### config.mk
export PLATFORM = sky130hd
export DESIGN_NAME = uid_whitelist_table
export DESIGN_NICKNAME = d
export VERILOG_FILES = /design/src/rtl/uwt_pkg.sv /design/src/rtl/uwt_front.sv /design/src/rtl/uwt_queue.sv /design/src/rtl/uwt_back.sv /design/src/rtl/uid_whitelist_table.sv
export SDC_FILE = /design/constraint.sdc
export NUM_CORES = 1
export LEC_CHECK = 0
export BUFFER_PORTS_ARGS = -buffer_cell sky130_fd_sc_hd__buf_4
export CAP_MARGIN = 40
export CORE_MARGIN = 2
export CORE_UTILIZATION = 36
export CTS_CLUSTER_SIZE = 25
export DETAILED_ROUTE_END_ITERATION = 7
export GPL_TIMING_DRIVEN = 0
export PLACE_DENSITY = 0.53
export SYNTH_ARGS = -nofsm -noshare
export SYNTH_HDL_FRONTEND = slang
export SYNTH_SLANG_ARGS = --single-unit
### constraint.sdc
create_clock -name clk_i -period 11.5 [get_ports clk_i]
set_clock_uncertainty 0.1 [all_clocks]
set_input_delay 3.45 -clock clk_i [delete_from_list [all_inputs] [get_ports clk_i]]
set_output_delay 3.45 -clock clk_i [all_outputs]
set_load 0.01 [all_outputs]
### src/rtl/uwt_pkg.sv
// ----------------------------------------------------------------------------
// uwt_pkg
// Shared types and constants for the card identifier whitelist table.
// ----------------------------------------------------------------------------
package uwt_pkg;

  localparam int unsigned SLOT_COUNT_DEFAULT = 31;
  localparam int unsigned QUEUE_DEPTH        = 2;

  localparam logic [31:0] EMPTY_WORD = 32'hFFFF_FFFF;
  localparam logic [4:0]  NO_SLOT    = 5'd31;

  // Function codes on the input channel
  localparam logic [2:0] FUNC_LOOKUP       = 3'd0;
  localparam logic [2:0] FUNC_ENROLL       = 3'd1;
  localparam logic [2:0] FUNC_SET_MASTER   = 3'd2;
  localparam logic [2:0] FUNC_ERASE_ALL    = 3'd3;
  localparam logic [2:0] FUNC_ERASE_MASTER = 3'd4;

  typedef enum logic [1:0] {
    STATUS_OK        = 2'd0,
    STATUS_NOT_FOUND = 2'd1,
    STATUS_REJECTED  = 2'd2,
    STATUS_FULL      = 2'd3
  } status_e;

  typedef enum logic [2:0] {
    OP_LOOKUP,
    OP_ENROLL,
    OP_SET_MASTER,
    OP_ERASE_ALL,
    OP_ERASE_MASTER,
    OP_NONE
  } op_e;

  typedef struct packed {
    logic [2:0]  func;
    logic [31:0] uid;
  } in_item_t;

  typedef struct packed {
    logic       found;
    logic [4:0] slot;
    logic [1:0] status;
    logic       master_present;
    logic       programming;
  } out_item_t;

  typedef struct packed {
    op_e         op;
    logic [31:0] uid;
  } job_t;

endpackage

### src/rtl/uwt_front.sv
// ----------------------------------------------------------------------------
// uwt_front
// Input side: takes transactions and decodes the function code into a job.
// ----------------------------------------------------------------------------
module uwt_front (
  input  logic              in_valid_i,
  output logic              in_stall_o,
  input  uwt_pkg::in_item_t in_data_i,
  input  logic              q_full_i,
  output logic              push_o,
  output uwt_pkg::job_t     job_o
);
  import uwt_pkg::*;

  op_e op;

  always_comb begin
    case (in_data_i.func)
      FUNC_LOOKUP:       op = OP_LOOKUP;
      FUNC_ENROLL:       op = OP_ENROLL;
      FUNC_SET_MASTER:   op = OP_SET_MASTER;
      FUNC_ERASE_ALL:    op = OP_ERASE_ALL;
      FUNC_ERASE_MASTER: op = OP_ERASE_MASTER;
      default:           op = OP_NONE;
    endcase
  end

  assign in_stall_o = q_full_i;
  assign push_o     = in_valid_i & ~q_full_i;
  assign job_o      = '{op: op, uid: in_data_i.uid};

endmodule

### src/rtl/uwt_queue.sv
// ----------------------------------------------------------------------------
// uwt_queue
// Short job queue between the decoder and the table engine.
// ----------------------------------------------------------------------------
module uwt_queue (
  input  logic          clk_i,
  input  logic          rst_ni,
  input  logic          push_i,
  input  uwt_pkg::job_t push_data_i,
  output logic          full_o,
  input  logic          pop_i,
  output logic          valid_o,
  output uwt_pkg::job_t pop_data_o
);
  import uwt_pkg::*;

  localparam int unsigned PtrW = (QUEUE_DEPTH > 1) ? $clog2(QUEUE_DEPTH) : 1;
  localparam int unsigned CntW = $clog2(QUEUE_DEPTH + 1);
  localparam logic [PtrW-1:0] LastPtr = PtrW'(QUEUE_DEPTH - 1);
  localparam logic [CntW-1:0] FullCnt = CntW'(QUEUE_DEPTH);

  job_t            entry_q [QUEUE_DEPTH];
  logic [PtrW-1:0] wr_ptr_q, wr_ptr_d;
  logic [PtrW-1:0] rd_ptr_q, rd_ptr_d;
  logic [CntW-1:0] count_q, count_d;

  assign full_o     = (count_q == FullCnt);
  assign valid_o    = (count_q != '0);
  assign pop_data_o = entry_q[rd_ptr_q];

  always_comb begin
    wr_ptr_d = wr_ptr_q;
    rd_ptr_d = rd_ptr_q;
    count_d  = count_q;
    if (push_i) begin
      wr_ptr_d = (wr_ptr_q == LastPtr) ? '0 : wr_ptr_q + PtrW'(1);
    end
    if (pop_i) begin
      rd_ptr_d = (rd_ptr_q == LastPtr) ? '0 : rd_ptr_q + PtrW'(1);
    end
    if (push_i && !pop_i) begin
      count_d = count_q + CntW'(1);
    end else if (pop_i && !push_i) begin
      count_d = count_q - CntW'(1);
    end
  end

  always_ff @(posedge clk_i or negedge rst_ni) begin
    if (!rst_ni) begin
      wr_ptr_q <= '0;
      rd_ptr_q <= '0;
      count_q  <= '0;
    end else begin
      wr_ptr_q <= wr_ptr_d;
      rd_ptr_q <= rd_ptr_d;
      count_q  <= count_d;
    end
  end

  always_ff @(posedge clk_i) begin
    if (push_i) begin
      entry_q[wr_ptr_q] <= push_data_i;
    end
  end

endmodule

### src/rtl/uwt_back.sv
// ----------------------------------------------------------------------------
// uwt_back
// Table engine: slot memory, master and programming flags, sequential slot
// scan for lookup and enroll, and the output register.
// ----------------------------------------------------------------------------
module uwt_back #(
  parameter int unsigned SLOT_COUNT = uwt_pkg::SLOT_COUNT_DEFAULT
) (
  input  logic               clk_i,
  input  logic               rst_ni,
  input  logic               q_valid_i,
  input  uwt_pkg::job_t      q_data_i,
  output logic               pop_o,
  output logic               out_valid_o,
  input  logic               out_stall_i,
  output uwt_pkg::out_item_t out_data_o
);
  import uwt_pkg::*;

  localparam int unsigned IdxW = $clog2(SLOT_COUNT);
  localparam logic [IdxW-1:0] LastIdx = IdxW'(SLOT_COUNT - 1);

  localparam logic [1:0] S_IDLE = 2'd0;
  localparam logic [1:0] S_SCAN = 2'd1;
  localparam logic [1:0] S_DONE = 2'd2;

  logic [1:0]      state_q, state_d;
  job_t            job_q;
  logic            master_q, master_d;
  logic            prog_q, prog_d;
  out_item_t       res_q, res_d;
  out_item_t       out_q;
  logic            out_valid_q;

  logic [31:0]     mem_q [SLOT_COUNT];
  logic [SLOT_COUNT-1:0] vld_q;
  logic [31:0]     rd_data_q;
  logic            rd_vld_q;

  logic [IdxW-1:0] rd_addr_q;
  logic            issue_q;
  logic            cmp_live_q;
  logic [IdxW-1:0] cmp_idx_q;
  logic            cmp_last_q;

  logic            start_scan;
  logic [IdxW-1:0] start_addr;
  logic            mem_we;
  logic [IdxW-1:0] mem_wa;
  logic [31:0]     mem_wd;
  logic            clr_all;
  logic            clr_master;
  logic            out_free;
  logic [31:0]     word;
  logic            hit;
  logic            scan_step;
  logic            finish_hit;
  logic            finish_miss;

  assign out_free = ~out_valid_q | ~out_stall_i;

  // slots never written since the last erase read as empty
  assign word        = rd_vld_q ? rd_data_q : EMPTY_WORD;
  assign hit         = (job_q.op == OP_LOOKUP) ? (word == job_q.uid) : (word == EMPTY_WORD);
  assign scan_step   = (state_q == S_SCAN) & cmp_live_q;
  assign finish_hit  = scan_step & hit;
  assign finish_miss = scan_step & ~hit & cmp_last_q;

  always_comb begin
    state_d    = state_q;
    master_d   = master_q;
    prog_d     = prog_q;
    res_d      = res_q;
    pop_o      = 1'b0;
    start_scan = 1'b0;
    start_addr = '0;
    mem_we     = 1'b0;
    mem_wa     = '0;
    mem_wd     = job_q.uid;
    clr_all    = 1'b0;
    clr_master = 1'b0;
    case (state_q)
      S_IDLE: begin
        if (q_valid_i) begin
          pop_o   = 1'b1;
          state_d = S_DONE;
          case (q_data_i.op)
            OP_LOOKUP: begin
              start_scan = 1'b1;
              state_d    = S_SCAN;
            end
            OP_ENROLL: begin
              if (prog_q) begin
                start_scan = 1'b1;
                start_addr = IdxW'(1);
                state_d    = S_SCAN;
              end else begin
                res_d = '{found: 1'b0, slot: NO_SLOT, status: STATUS_REJECTED,
                          master_present: master_q, programming: prog_q};
              end
            end
            OP_SET_MASTER: begin
              mem_we   = 1'b1;
              mem_wd   = q_data_i.uid;
              master_d = 1'b1;
              prog_d   = 1'b0;
              res_d    = '{found: 1'b0, slot: 5'd0, status: STATUS_OK,
                           master_present: 1'b1, programming: 1'b0};
            end
            OP_ERASE_ALL: begin
              clr_all  = 1'b1;
              master_d = 1'b0;
              prog_d   = 1'b1;
              res_d    = '{found: 1'b0, slot: NO_SLOT, status: STATUS_OK,
                           master_present: 1'b0, programming: 1'b1};
            end
            OP_ERASE_MASTER: begin
              clr_master = 1'b1;
              master_d   = 1'b0;
              prog_d     = 1'b1;
              res_d      = '{found: 1'b0, slot: 5'd0, status: STATUS_OK,
                             master_present: 1'b0, programming: 1'b1};
            end
            default: begin
              res_d = '{found: 1'b0, slot: NO_SLOT, status: STATUS_OK,
                        master_present: master_q, programming: prog_q};
            end
          endcase
        end
      end
      S_SCAN: begin
        if (finish_hit) begin
          state_d = S_DONE;
          if (job_q.op == OP_LOOKUP) begin
            res_d = '{found: 1'b1, slot: 5'(cmp_idx_q), status: STATUS_OK,
                      master_present: master_q, programming: prog_q};
          end else begin
            mem_we = 1'b1;
            mem_wa = cmp_idx_q;
            res_d  = '{found: 1'b0, slot: 5'(cmp_idx_q), status: STATUS_OK,
                       master_present: master_q, programming: prog_q};
          end
        end else if (finish_miss) begin
          state_d = S_DONE;
          res_d   = '{found: 1'b0, slot: NO_SLOT,
                      status: (job_q.op == OP_LOOKUP) ? STATUS_NOT_FOUND : STATUS_FULL,
                      master_present: master_q, programming: prog_q};
        end
      end
      S_DONE: begin
        if (out_free) begin
          state_d = S_IDLE;
        end
      end
      default: begin
        state_d = S_IDLE;
      end
    endcase
  end

  always_ff @(posedge clk_i or negedge rst_ni) begin
    if (!rst_ni) begin
      state_q     <= S_IDLE;
      master_q    <= 1'b0;
      prog_q      <= 1'b0;
      vld_q       <= '0;
      rd_vld_q    <= 1'b0;
      issue_q     <= 1'b0;
      cmp_live_q  <= 1'b0;
      out_valid_q <= 1'b0;
    end else begin
      state_q  <= state_d;
      master_q <= master_d;
      prog_q   <= prog_d;
      if (clr_all) begin
        vld_q <= '0;
      end else if (clr_master) begin
        vld_q[0] <= 1'b0;
      end else if (mem_we) begin
        vld_q[mem_wa] <= 1'b1;
      end
      rd_vld_q <= vld_q[rd_addr_q];
      // one read issued per cycle; its compare uses the registered read data
      if (start_scan) begin
        issue_q <= 1'b1;
      end else if ((state_q == S_SCAN) && issue_q && (rd_addr_q == LastIdx)) begin
        issue_q <= 1'b0;
      end
      cmp_live_q <= (state_q == S_SCAN) & issue_q & ~finish_hit & ~finish_miss;
      if ((state_q == S_DONE) && out_free) begin
        out_valid_q <= 1'b1;
      end else if (!out_stall_i) begin
        out_valid_q <= 1'b0;
      end
    end
  end

  always_ff @(posedge clk_i) begin
    if (start_scan) begin
      rd_addr_q <= start_addr;
    end else if ((state_q == S_SCAN) && issue_q && (rd_addr_q != LastIdx)) begin
      rd_addr_q <= rd_addr_q + IdxW'(1);
    end
    cmp_idx_q  <= rd_addr_q;
    cmp_last_q <= (rd_addr_q == LastIdx);
    rd_data_q  <= mem_q[rd_addr_q];
    if (mem_we) begin
      mem_q[mem_wa] <= mem_wd;
    end
    if (pop_o) begin
      job_q <= q_data_i;
    end
    res_q <= res_d;
    if ((state_q == S_DONE) && out_free) begin
      out_q <= res_q;
    end
  end

  assign out_valid_o = out_valid_q;
  assign out_data_o  = out_q;

endmodule

### src/rtl/uid_whitelist_table.sv
// ----------------------------------------------------------------------------
// uid_whitelist_table
// Whitelist of 32-bit card identifiers with a master slot and enrolment.
// ----------------------------------------------------------------------------
// Each transaction on the input channel carries a function code and a card
// identifier and yields exactly one result transaction, in order. Slot 0
// holds the master identifier; slots holding all ones are empty, and every
// slot is empty after reset (per-slot valid bits, no clearing pass). Lookup
// and enroll scan the slot memory one slot per cycle through its single read
// port and stop early when a match comes; set master, erase all, erase master
// and unused codes need no scan. A two-entry job queue lets new transactions
// be taken while a scan runs or a result waits to be collected.
module uid_whitelist_table #(
  parameter int unsigned SLOT_COUNT = uwt_pkg::SLOT_COUNT_DEFAULT
) (
  input  logic               clk_i,
  input  logic               rst_ni,
  input  logic               in_valid_i,
  output logic               in_stall_o,
  input  uwt_pkg::in_item_t  in_data_i,
  output logic               out_valid_o,
  input  logic               out_stall_i,
  output uwt_pkg::out_item_t out_data_o
);
  import uwt_pkg::*;

  logic q_full;
  logic push;
  job_t push_job;
  logic pop;
  logic q_valid;
  job_t q_job;

  uwt_front u_front (
    .in_valid_i (in_valid_i),
    .in_stall_o (in_stall_o),
    .in_data_i  (in_data_i),
    .q_full_i   (q_full),
    .push_o     (push),
    .job_o      (push_job)
  );

  uwt_queue u_queue (
    .clk_i       (clk_i),
    .rst_ni      (rst_ni),
    .push_i      (push),
    .push_data_i (push_job),
    .full_o      (q_full),
    .pop_i       (pop),
    .valid_o     (q_valid),
    .pop_data_o  (q_job)
  );

  uwt_back #(
    .SLOT_COUNT (SLOT_COUNT)
  ) u_back (
    .clk_i       (clk_i),
    .rst_ni      (rst_ni),
    .q_valid_i   (q_valid),
    .q_data_i    (q_job),
    .pop_o       (pop),
    .out_valid_o (out_valid_o),
    .out_stall_i (out_stall_i),
    .out_data_o  (out_data_o)
  );

  // a match is always reported as ok
  assert property (@(posedge clk_i) disable iff (!rst_ni)
    out_valid_o && out_data_o.found |-> out_data_o.status == STATUS_OK)
    else $error("found result without ok status");

  // rejection only happens outside programming mode, and leaves it off
  assert property (@(posedge clk_i) disable iff (!rst_ni)
    out_valid_o && (out_data_o.status == STATUS_REJECTED) |-> !out_data_o.programming)
    else $error("enrol rejected while in programming mode");

  // a full table is only reported for an enrol in programming mode
  assert property (@(posedge clk_i) disable iff (!rst_ni)
    out_valid_o && (out_data_o.status == STATUS_FULL) |->
      out_data_o.programming && !out_data_o.found && (out_data_o.slot == NO_SLOT))
    else $error("inconsistent table full result");

  // the queue never takes a job while full
  assert property (@(posedge clk_i) disable iff (!rst_ni)
    push |-> !q_full)
    else $error("push into full job queue");

endmodule

== Word level (Yosys, flattened, before mapping) ==
Memories as Yosys holds them, arrays and structs flattened. A register that Yosys moved wholly into a read port is not among the register bits.
Index checks and enable logic that the tools add are counted.

* Flip-flop bits (word level): 109
* Bits in writable memories: 1062
* Output and inout bits: 12
* Memories kept: 2

* Add/sub/neg operators: 5
* $lt $le $gt $ge: 3
* Eq/ne operators: 22
* Muxes and demuxes: 69
* Bitwise gates (word level): 16
* Reduce and logical (&&, ||, !) cells: 26

{| class="wikitable"
|+ Memory list
! memory !! words !! width !! read ports !! clocked after Yosys merged registers in !! write ports !! RTL line !! RTL
|-
| u_back.mem_q || 31 || 32 || 1 || 1 || 1 || uwt_back.sv:35 || <nowiki>logic [31:0] mem_q [SLOT_COUNT];</nowiki>
|-
| u_queue.entry_q || 2 || 35 || 1 || 0 || 1 || uwt_queue.sv:22 || <nowiki>job_t entry_q [QUEUE_DEPTH];</nowiki>
|}

{| class="wikitable"
|+ Operators by type and width
! operator !! number
|-
| two-way mux 32 bit || 4
|-
| two-way mux 31 bit || 2
|-
| two-way mux 10 bit || 5
|-
| case mux 10 bit (5 select lines) || 1
|-
| two-way mux 5 bit || 8
|-
| equality test 32 bit || 1
|-
| equality test 32 bit, second input constant || 1
|-
| bitwise OR 31 bit || 1
|-
| two-way mux 1 bit || 30
|-
| two-way mux 30 bit || 1
|-
| case mux 10 bit (2 select lines) || 1
|-
| two-way mux 2 bit || 8
|-
| case mux 3 bit (5 select lines) || 1
|-
| nonzero test 2 bit || 7
|-
| equality test 3 x 2 -> 1 bit, second input constant || 4
|-
| < comparator 5 x 6 -> 1 bit, second input constant || 2
|-
| logical NOT 3 bit || 3
|-
| AND 1 bit || 8
|-
| case mux 1 bit (2 select lines) || 4
|-
| logical AND 1 bit || 7
|-
| equality test 3 x 1 -> 1 bit, second input constant || 2
|-
| equality test 3 bit, second input constant || 2
|-
| != test 2 x 1 -> 1 bit, second input constant || 3
|-
| inverter 1 bit || 6
|-
| 24 further kinds || 29
|}

== Logic depth before layout (Yosys ltp) ==
Gate-level depths: netlist (run 1).

* Word-level depth: 14
* Depth in mapped cells: 9
* Gate-level depth less buffers: 7

== Hierarchy ==
From an unflattened synthesis (run 1), not the netlist that was laid out.

* Cells, all modules: 2162
* Area, all modules: 46679.8 µm²

{| class="wikitable"
|+ By module, submodules not included
! module !! instances !! cells each !! area an instance (µm²) !! sequential area each (µm²)
|-
| uwt_back || 1 || 2000 || 43543.0 || 33327.0
|-
| uwt_queue || 1 || 125 || 2865.2 || 2202.1
|-
| uwt_front || 1 || 37 || 271.5 || 0.0
|}

== Least setup slack after synthesis (run 1) ==
Ideal clock, no wire load.

* Kind: flip-flop to flip-flop
* From: register u_back.job_q[33] (netlist bit)
* To: memory u_back.mem_q[30][0] (enable)
* Setup time: 502 ps
* Arrival time: 5262 ps
* Setup slack: 5636 ps
* Stages on the path, launching flop included: 10
* Buffers on the path: 3
* Period minus slack after synthesis: 5864 ps
* Cell sequence: edfxtp_1 -> buf_2 -> buf_4 -> nor4_1 -> xnor2_1 -> nand4_1 -> nor4_4 -> nand3_1 -> buf_4 -> nor4_1

* Cells in the longest elaborated chain, start to end: 7

{| class="wikitable"
|+ RTL lines
! element !! RTL line !! RTL
|-
| start: declaration || uwt_back.sv:28 || <nowiki>job_t job_q;</nowiki>
|-
| start signal: assignment || uwt_back.sv:211 || <nowiki>job_q <= q_data_i;</nowiki>
|-
| logical NOT 3 bit * || uwt_back.sv:64, uwt_back.sv:134 ||
|-
| two-way mux 1 bit || uwt_back.sv:64 || <nowiki>assign hit = (job_q.op == OP_LOOKUP) ? (word == job_q.uid) : (word == EMPTY_WORD);</nowiki>
|-
| AND 1 bit || uwt_back.sv:66 || <nowiki>assign finish_hit = scan_step & hit;</nowiki>
|-
| two-way mux 1 bit || uwt_back.sv:132 || <nowiki>if (finish_hit) begin</nowiki>
|-
| case mux 1 bit (2 select lines) || uwt_back.sv:82 || <nowiki>case (state_q)</nowiki>
|-
| two-way mux 1 bit || uwt_back.sv:207 || <nowiki>if (mem_we) begin</nowiki>
|-
| two-way mux 1 bit (not written as such) || uwt_back.sv:208 || <nowiki>mem_q[mem_wa] <= mem_wd;</nowiki>
|-
| end: declaration || uwt_back.sv:35 ||
|}

Every way passes the cells marked *; elsewhere a longest branch is shown, timed or not.

== Worst setup path after layout (run 1) ==
* From: register u_back.rd_vld_q
* To: memory u_back.mem_q[13][15] (enable)

* Cells in the longest elaborated chain, start to end: 8

{| class="wikitable"
|+ RTL lines
! element !! RTL line !! RTL
|-
| start: declaration || uwt_back.sv:38 || <nowiki>logic rd_vld_q;</nowiki>
|-
| start signal: assignment || uwt_back.sv:182 || <nowiki>rd_vld_q <= vld_q[rd_addr_q];</nowiki>
|-
| two-way mux 32 bit * || uwt_back.sv:63 || <nowiki>assign word = rd_vld_q ? rd_data_q : EMPTY_WORD;</nowiki>
|-
| equality test 32 bit || uwt_back.sv:64 ||
|-
| two-way mux 1 bit * || uwt_back.sv:64 ||
|-
| AND 1 bit * || uwt_back.sv:66 ||
|-
| two-way mux 1 bit || uwt_back.sv:132 ||
|-
| case mux 1 bit (2 select lines) || uwt_back.sv:82 ||
|-
| two-way mux 1 bit || uwt_back.sv:207 ||
|-
| two-way mux 1 bit (not written as such) || uwt_back.sv:208 ||
|}

Marked as above.

==> results of run 1 <==
==> path summary, 6_finish.rpt <==
check / start / to / slack, ns / cells past startpoint
worst max-delay path: u_back.rd_vld_q / u_back.mem_q[13][15] / 5.98 / 13
worst min-delay path: u_back.rd_addr_q[4] / u_back.cmp_idx_q[4] / 0.27 / 0
worst max register to register: u_back.rd_vld_q / u_back.mem_q[13][15] / 5.98 / 13
worst min register to register: u_back.rd_addr_q[4] / u_back.cmp_idx_q[4] / 0.27 / 0
max in group asynchronous: rst_ni / u_back.vld_q[25] / 8.26 / 1
min in group asynchronous: rst_ni / u_queue.rd_ptr_q / 2.63 / 1
==> through the flow <==
step	power [mW]	hold slack (ns)	area (sq um)
floorplan	8.61	0.246	46500
global placement	10.2	0.263	49000
detailed placement	10.5	0.266	50900
CTS	14.6	0.272	55000
global route	14.9	0.279	55000
finish	14.4	0.274	55000
==> kinds of logic after synthesis <==
group,share of synthesized area (%)
buffers and inverters,1.22
AO/OA/AOI/OAI,1.29
multiplexers,17.5
adder cells (fa/ha/maj),0.0807
flip-flops,76.3
AND/OR/NAND/NOR,2.80
XOR/XNOR,0.772
==> report_power, final <==
part           total [mW]  internal [mW]  switching (mW)  leakage, nW
registers            5.96           5.81           0.148         11.0
clock network        4.04           2.35            1.68         2.04
logic                4.41           1.65            2.76         4.77
==> registers in the layout, summed over array words and instances, names as in the netlist, 2 cells and up <==
register           cells
u_queue.count_q        2
u_back.cmp_idx_q       5
u_queue.entry_q       70
u_back.res_q          10
u_back.out_data_o     10
u_back.rd_data_q      32
u_back.state_q         2
u_back.vld_q          31
u_back.job_q          35
u_back.rd_addr_q       5
u_back.mem_q         992
==> worst reg2reg max path: stages, from the launching register on <==
cell	delay, ns
dfrtp_1	0.48
clkbuf_1	0.33
nor2b_1	0.36
xnor2_1	0.29
nand4_1	0.36
nor4_4	0.81
nand3_1	0.28
buf_2	0.29
nor4_2	0.82
buf_4	0.32
buf_4	0.19
buf_4	0.18
buf_4	0.18
buf_2	0.23
==> layout make-up <==
class / count / area share, %
flip-flops and latches: 1203 / 64.6
multi-input cells: 817 / 19.4
clock buffers: 165 / 6.40
well taps: 1662 / 3.78
repair buffers: 231 / 3.76
clock inverters: 72 / 1.10
plain buffers: 124 / 0.969
inverters: 9 / 0.0614
==> metal layers <==
metal  routed length, um  vias to the layer above
li1                    -                     9682
met1               51000                    12400
met2               58200                      825
met3                7390                      171
met4                3190                        0
met5                   0                        -
==> layout by cell type (no fill, tap or decap), types with 43 or more instances in the layout <==
cell type / count
mux2_2: 97
mux4_2: 297
edfxtp_1: 1122
clkbuf_16: 135
buf_2: 62
clkbuf_1: 91
dfrtp_1: 43
o21ai_0: 44
nand2_1: 80
buf_4: 164
==> results.md, run 1 <==
* Status: finished, final reports clean
* Synth area leader: edfxtp_1
* Detail Placement HPWL at 84800 um
* CP Data Arrival Time at 5.83 ns
* Worst path max stage delay at 0.82 ns
* Skew-Pair Late Insertion Delay at 0.73 ns
* Met3 GRT Util at 3.02%
* Multi-input gate area at 10700 sq um
* Post-Syn Area per Cell at 21.6 sq um
* Synth top cells by count: edfxtp_1 (1122), mux4_2 (297), mux2_2 (97)
* Clock period minus worst slack at 5.52 ns
* Crit path cell chain: clkbuf_1 > nor2b_1 > xnor2_1 > nand4_1 > nor4_4 > nand3_1 > buf_2 > nor4_2 > buf_4 > buf_4 > buf_4 > buf_4 > buf_2
* Mapped cell area at 46500 sq um
* Placeable Area at 128000 sq um
* Die ar. at 132000 sq um
* Rows at 131
* I/O Buffers at 50
* # setup viols final at 0
* DR iter-0 viols at 2695
* Drt first pass iters at 5
* Most frequent cell on the critical path: buf_4
* Met1 global-route usage at 25.1%
* CTS Sinks at 1203
* I/O pin count at 51
* Worst Path Required at 11.82 ns
* Worst hold path class: reg2reg
* Post-CTS Resized at 0
* Die Wd at 364 um
* #FFs+latches synth at 1203
* Number of synthesized flops with an enable pin at 1122
* GP Congestion at 0.869
* CTS Root Buffer Type: clkbuf_16
* GRT Resource Usage Total at 18.2%
* Max-cap violations at 0
* First-pass GRT wire length at 171000 um
* Chip Height at 364 um
* Slew HR at 38.0%
* Leak at 17.8 nW
* Worst path slowest cell: nor4_2
* Area Growth Syn to Fin at 18.2%
* Postcts setup bufs at 0
* Crit Path Category: reg2reg
* Antenna cells at 0
* CTS Buffer Depth at 3
* Htree depth at 4
* Synth warn at 0
* Slew Limit Fails at 0
* Number of global-route vias before repair at 23800
* Drt total wl at 120000 um
* CP Buf/Inv Count at 7
* Initial Util at 36.4%
* Fin crit share at 48.0%
* Slew @ Worst Pin at 0.930 ns
* CP max FO at 10
* Vias at 23100
* Synth Net Count at 2195
* Setup crit start kind: flip-flop
* Gr ovfl total at 0
* Mapped Cells at 2153
* Final worst slack at 5.98 ns
* Sequential cell area at 35500 sq um
* Top cells by area, synth: edfxtp_1 (72%), mux4_2 (14%), mux2_2 (2.3%)
* Cell with the most instances after synthesis: edfxtp_1
* Pin count of the biggest net entering global routing at 44
* Peak VDD IR at 0.000117 V
* Hold_buf cts at 0
* Layout cells sized above 1 at 34.3%
* Fill cells at 11000
* CTS tree: yes
* Async S/R FF share, synth at 3.57%
* Prevailing post-synth register cell: edfxtp_1
* DRT antenna net count at 0
* Synth unique cells at 46
* Peak Freq at 0.181 GHz
* Final Util at 43.0%
* Final #Nets at 2559
* Endpoints failing hold at 0
* Num CTS Buffers at 131
* DR DRC count at 0
* DP Cell Count at 4042
* Pre-CTS setup slack at 6.22 ns
* Via density at 5.39
* Reg clk slew, reported paths at 0.06 ns
* Busiest layer in global routing: met2
* Worst Setup End Kind: flip-flop
* Non-Filler Instances at 4283
* Synth top area share at 72.4%
* RSZ-0062 raised after global routing: no
* PwrDens at 262 nW/um^2
* Final TNS setup at 0 ns
* Drt wl/cell at 28.0 um
* Initial antenna violation count at 2
* CP delay by family, top: simple AND/OR/NAND/NOR gates
* Met2 GRT Util at 29.6%
* Seq/Total Area, Yosys at 76.3%
No activity file was read; power rests on OpenSTA's default activity.
==> run 2, diff against run 1 <==
--- a/config.mk
+++ b/config.mk
@@ -5,6 +5,7 @@
 export SDC_FILE = /design/constraint.sdc
 export NUM_CORES = 1
 export LEC_CHECK = 0
+export ABC_AREA = 1
 export BUFFER_PORTS_ARGS = -buffer_cell sky130_fd_sc_hd__buf_4
 export CAP_MARGIN = 40
 export CORE_MARGIN = 2
==> constraint.sdc (replaced) <==
create_clock -name clk_i -period 5.4 [get_ports clk_i]
set_clock_uncertainty 0.1 [all_clocks]
set_input_delay 1.62 -clock clk_i [delete_from_list [all_inputs] [get_ports clk_i]]
set_output_delay 1.62 -clock clk_i [all_outputs]
set_load 0.01 [all_outputs]
==> run 2 against run 1 <==
Compared with the run above: sequential share of layout area down 1.8 points; highest routed layer is now met5; die area down 0.12%; cell area up 2.9%; critical path type unchanged; wire length up 56%; critical endpoint is now u_back.mem_q[4][28]; setup slack worse by 5.4 ns; combinational power rose to 2.6 times the previous value; sequential cell count unchanged; maximum frequency up 15%.
==> results.md, run 2 <==
* Status: finished, final reports clean
* Synth Net Count at 3451 (+57%)
* Synth unique cells at 46 (unchanged)
* Via density at 5.99 (+11%)
* Fin crit share at 88.9% (+41 points)
* GRT Resource Usage Total at 27.9% (+9.7 points)
* Reg clk slew, reported paths at 0.06 ns (about the same)
* Drt first pass iters at 8 (+3)
* Rows at 131 (unchanged)
* Placeable Area at 128000 sq um (unchanged)
* Worst Setup End Kind: flip-flop
* Leak at 19.0 nW (+6.4%)
* # setup viols final at 0 (unchanged)
* Design Power at 32.9 mW (+130%)
* Mapped Cells at 3409 (+58%)
* Hold_buf cts at 0 (unchanged)
* Non-Filler Instances at 5556 (+30%)
* Final worst slack at 0.602 ns (-5.38 ns)
* Placement Cell Area at 52400 sq um (+3.0%)
* Post-Syn Area per Cell at 13.6 sq um (-37%)
* Fill cells at 11500 (+4.1%)
* First-pass GRT wire length at 251000 um (+47%)
* Synth top area share at 72.5% (+0.084 points)
* Worst hold path class: reg2reg
* Post-CTS Resized at 0 (unchanged)
* RSZ-0062 raised after global routing: no
* Peak VDD IR at 0.000277 V (+140%)
* DRT antenna net count at 0 (unchanged)
* Clock period minus worst slack at 4.80 ns (-0.720 ns)
* Number of global-route vias before repair at 30400 (+28%)
* Final #Nets at 3824 (+49%)
* Initial Util at 36.4% (-0.042 points)
* #FFs+latches synth at 1203 (unchanged)
* Gr ovfl total at 0 (unchanged)
* Final TNS setup at 0 ns (unchanged)
* Endpoints failing hold at 0 (unchanged)
* CTS Root Buffer Type: clkbuf_16
* Seq/Total Area, Yosys at 76.4% (+0.088 points)
* Largest register FFs at 992 (unchanged)
* Top flop regs: u_back.mem_q: 992 flops, u_queue.entry_q: 70 flops, u_back.job_q: 35 flops
* Mapped cell area at 46500 sq um (-0.12%)
* CTS Buffer Depth at 3 (unchanged)
* Hold Worst Slack at 0.290 ns (+0.0161 ns)
* Sequential cell area at 35500 sq um (unchanged)
* Async S/R FF share, synth at 3.57% (unchanged)
* Multi-input gate area at 10000 sq um (-6.2%)
* Max-cap violations at 0 (unchanged)
* Cell with the most instances after synthesis: edfxtp_1
* Synth area leader: edfxtp_1
* Slew HR at 17.8% (-20 points)
* PwrDens at 582 nW/um^2 (+120%)
* Peak Freq at 0.208 GHz (+15%)
* DR iter-0 viols at 5904 (+120%)
* I/O Buffers at 50 (unchanged)
* Pre-CTS setup slack at 0.839 ns (-5.38 ns)
* DP Cell Count at 5310 (+31%)
* CP max FO at 14 (+4)
* Die ar. at 132000 sq um (-0.12%)
* Slew Limit Fails at 0 (unchanged)
* Met2 GRT Util at 41.0% (+11 points)
* Synth warn at 0 (unchanged)
* Num CTS Buffers at 132 (+0.76%)
* Initial antenna violation count at 12 (+10)
* Crit Path Category: reg2reg
* Commonest non-fill, non-tap cell in the layout: edfxtp_1
* Final Util at 44.3% (+1.2 points)
* CP Data Arrival Time at 5.14 ns (-0.69 ns)
* Pin count of the biggest net entering global routing at 44 (unchanged)
* I/O pin count at 51 (unchanged)
* Worst path max stage delay at 0.79 ns (-0.03 ns)
* Worst Path Required at 5.74 ns (-6.08 ns)
* CTS Sinks at 1203 (unchanged)
* Area Growth Syn to Fin at 21.8%
* GP Congestion at 0.933 (+7.4%)
* Setup crit start kind: flip-flop
* Met3 GRT Util at 7.82% (+4.8 points)
* Vias at 33300 (+44%)
* Layout cells sized above 1 at 14.2% (-20 points)
* Met1 global-route usage at 37.5% (+12 points)
* Slew @ Worst Pin at 1.23 ns (+0.303 ns)
* Number of synthesized flops with an enable pin at 1122 (unchanged)
* CTS tree: yes
* Worst path slowest cell: nor2_4
* Drt wl/cell at 33.7 um (+20%)
* Prevailing post-synth register cell: edfxtp_1
* Final instance area at 56600 sq um (+2.9%)
* Skew-Pair Late Insertion Delay at 0.77 ns (+0.04 ns)
* Htree depth at 4 (unchanged)
* Chip Height at 363 um (about the same)
* Crit path cell chain: nor2_2 > nand2_1 > clkbuf_1 > o21ai_0 > nand2_1 > nor2_1 > nand2_1 > nor2_1 > nand2_1 > nor2_4 > nand2_1 > inv_2 > nand2_1 > clkinv_1 > nand2_1 > nor2_4 > buf_16 > buf_16
* Detail Placement HPWL at 132000 um (+56%)
* Commonest non-fill, non-tap cells in the layout: edfxtp_1 (1122), o21ai_0 (423), nand2_1 (414), nor2_1 (341), clkbuf_1 (212)
* Most frequent cell on the critical path: nand2_1
* Drt total wl at 187000 um (+56%)
* Synth top cells by count: edfxtp_1 (1122), o21ai_0 (453), nand2_1 (414)
* DR DRC count at 0 (unchanged)
* Die Wd at 363 um (about the same)
* Postcts setup bufs at 0 (unchanged)
* Top cells by area, synth: edfxtp_1 (72%), o21ai_0 (4.9%), nand2_1 (3.3%)
* Busiest layer in global routing: met2
* Reg with most FFs: u_back.mem_q
[run 2: final timing paths]
path / start / end / slack (ns) / depth (start not counted)
max: u_back.job_q[33] / u_back.mem_q[4][28] / 0.60 / 18
min in group asynchronous: rst_ni / u_back.vld_q[14] / 0.82 / 1
max in group asynchronous: rst_ni / u_back.rd_vld_q / 3.93 / 1
max reg2reg: u_back.job_q[33] / u_back.mem_q[4][28] / 0.60 / 18
min: u_back.rd_addr_q[3] / u_back.cmp_idx_q[3] / 0.29 / 0
min reg2reg: u_back.rd_addr_q[3] / u_back.cmp_idx_q[3] / 0.29 / 0
[run 2: kinds of logic after synthesis]
kind of cell               Yosys count  synth area share [%]
adders and majority gates            3                0.0808
xor gates and xnor gates             7                 0.132
DFF                               1203                  76.4
AOI/OAI and AO/OA                  862                  11.5
and+or+nand+nor                    938                  8.12
muxes                               33                 0.797
buffers and inverters              363                  2.98
[run 2: power by group]
part	leakage [nW]	internal [mW]	switching, mW
logic	5.91	2.98	8.51
registers	11.0	12.4	0.215
clock network	2.04	5.06	3.75
[run 2: worst max-delay path, delay by kind of cell, from the launching register on]
family	cells	cell delay, ns
AO/OA/AOI/OAI	1	0.27
buffers and inverters	5	0.99
flip-flops	1	0.37
AND/OR/NAND/NOR	12	2.69
[run 2: layout make-up]
| class | count | area share [%] |
|---|---|---|
| sequential | 1203 | 62.8 |
| multi-input combinational | 1843 | 17.7 |
| clock buffer | 169 | 6.30 |
| timing repair buffer | 239 | 6.07 |
| tap | 1662 | 3.67 |
| buffer | 208 | 1.42 |
| clock inverter | 70 | 1.04 |
| inverter | 155 | 1.03 |
| antenna | 7 | 0.0309 |
[run 2: per-layer routing]
metal	wire (um)	share of wire, %
met1	70300	38
met2	80400	43
met3	25000	13
met4	11300	6.1
met5	41	0.022
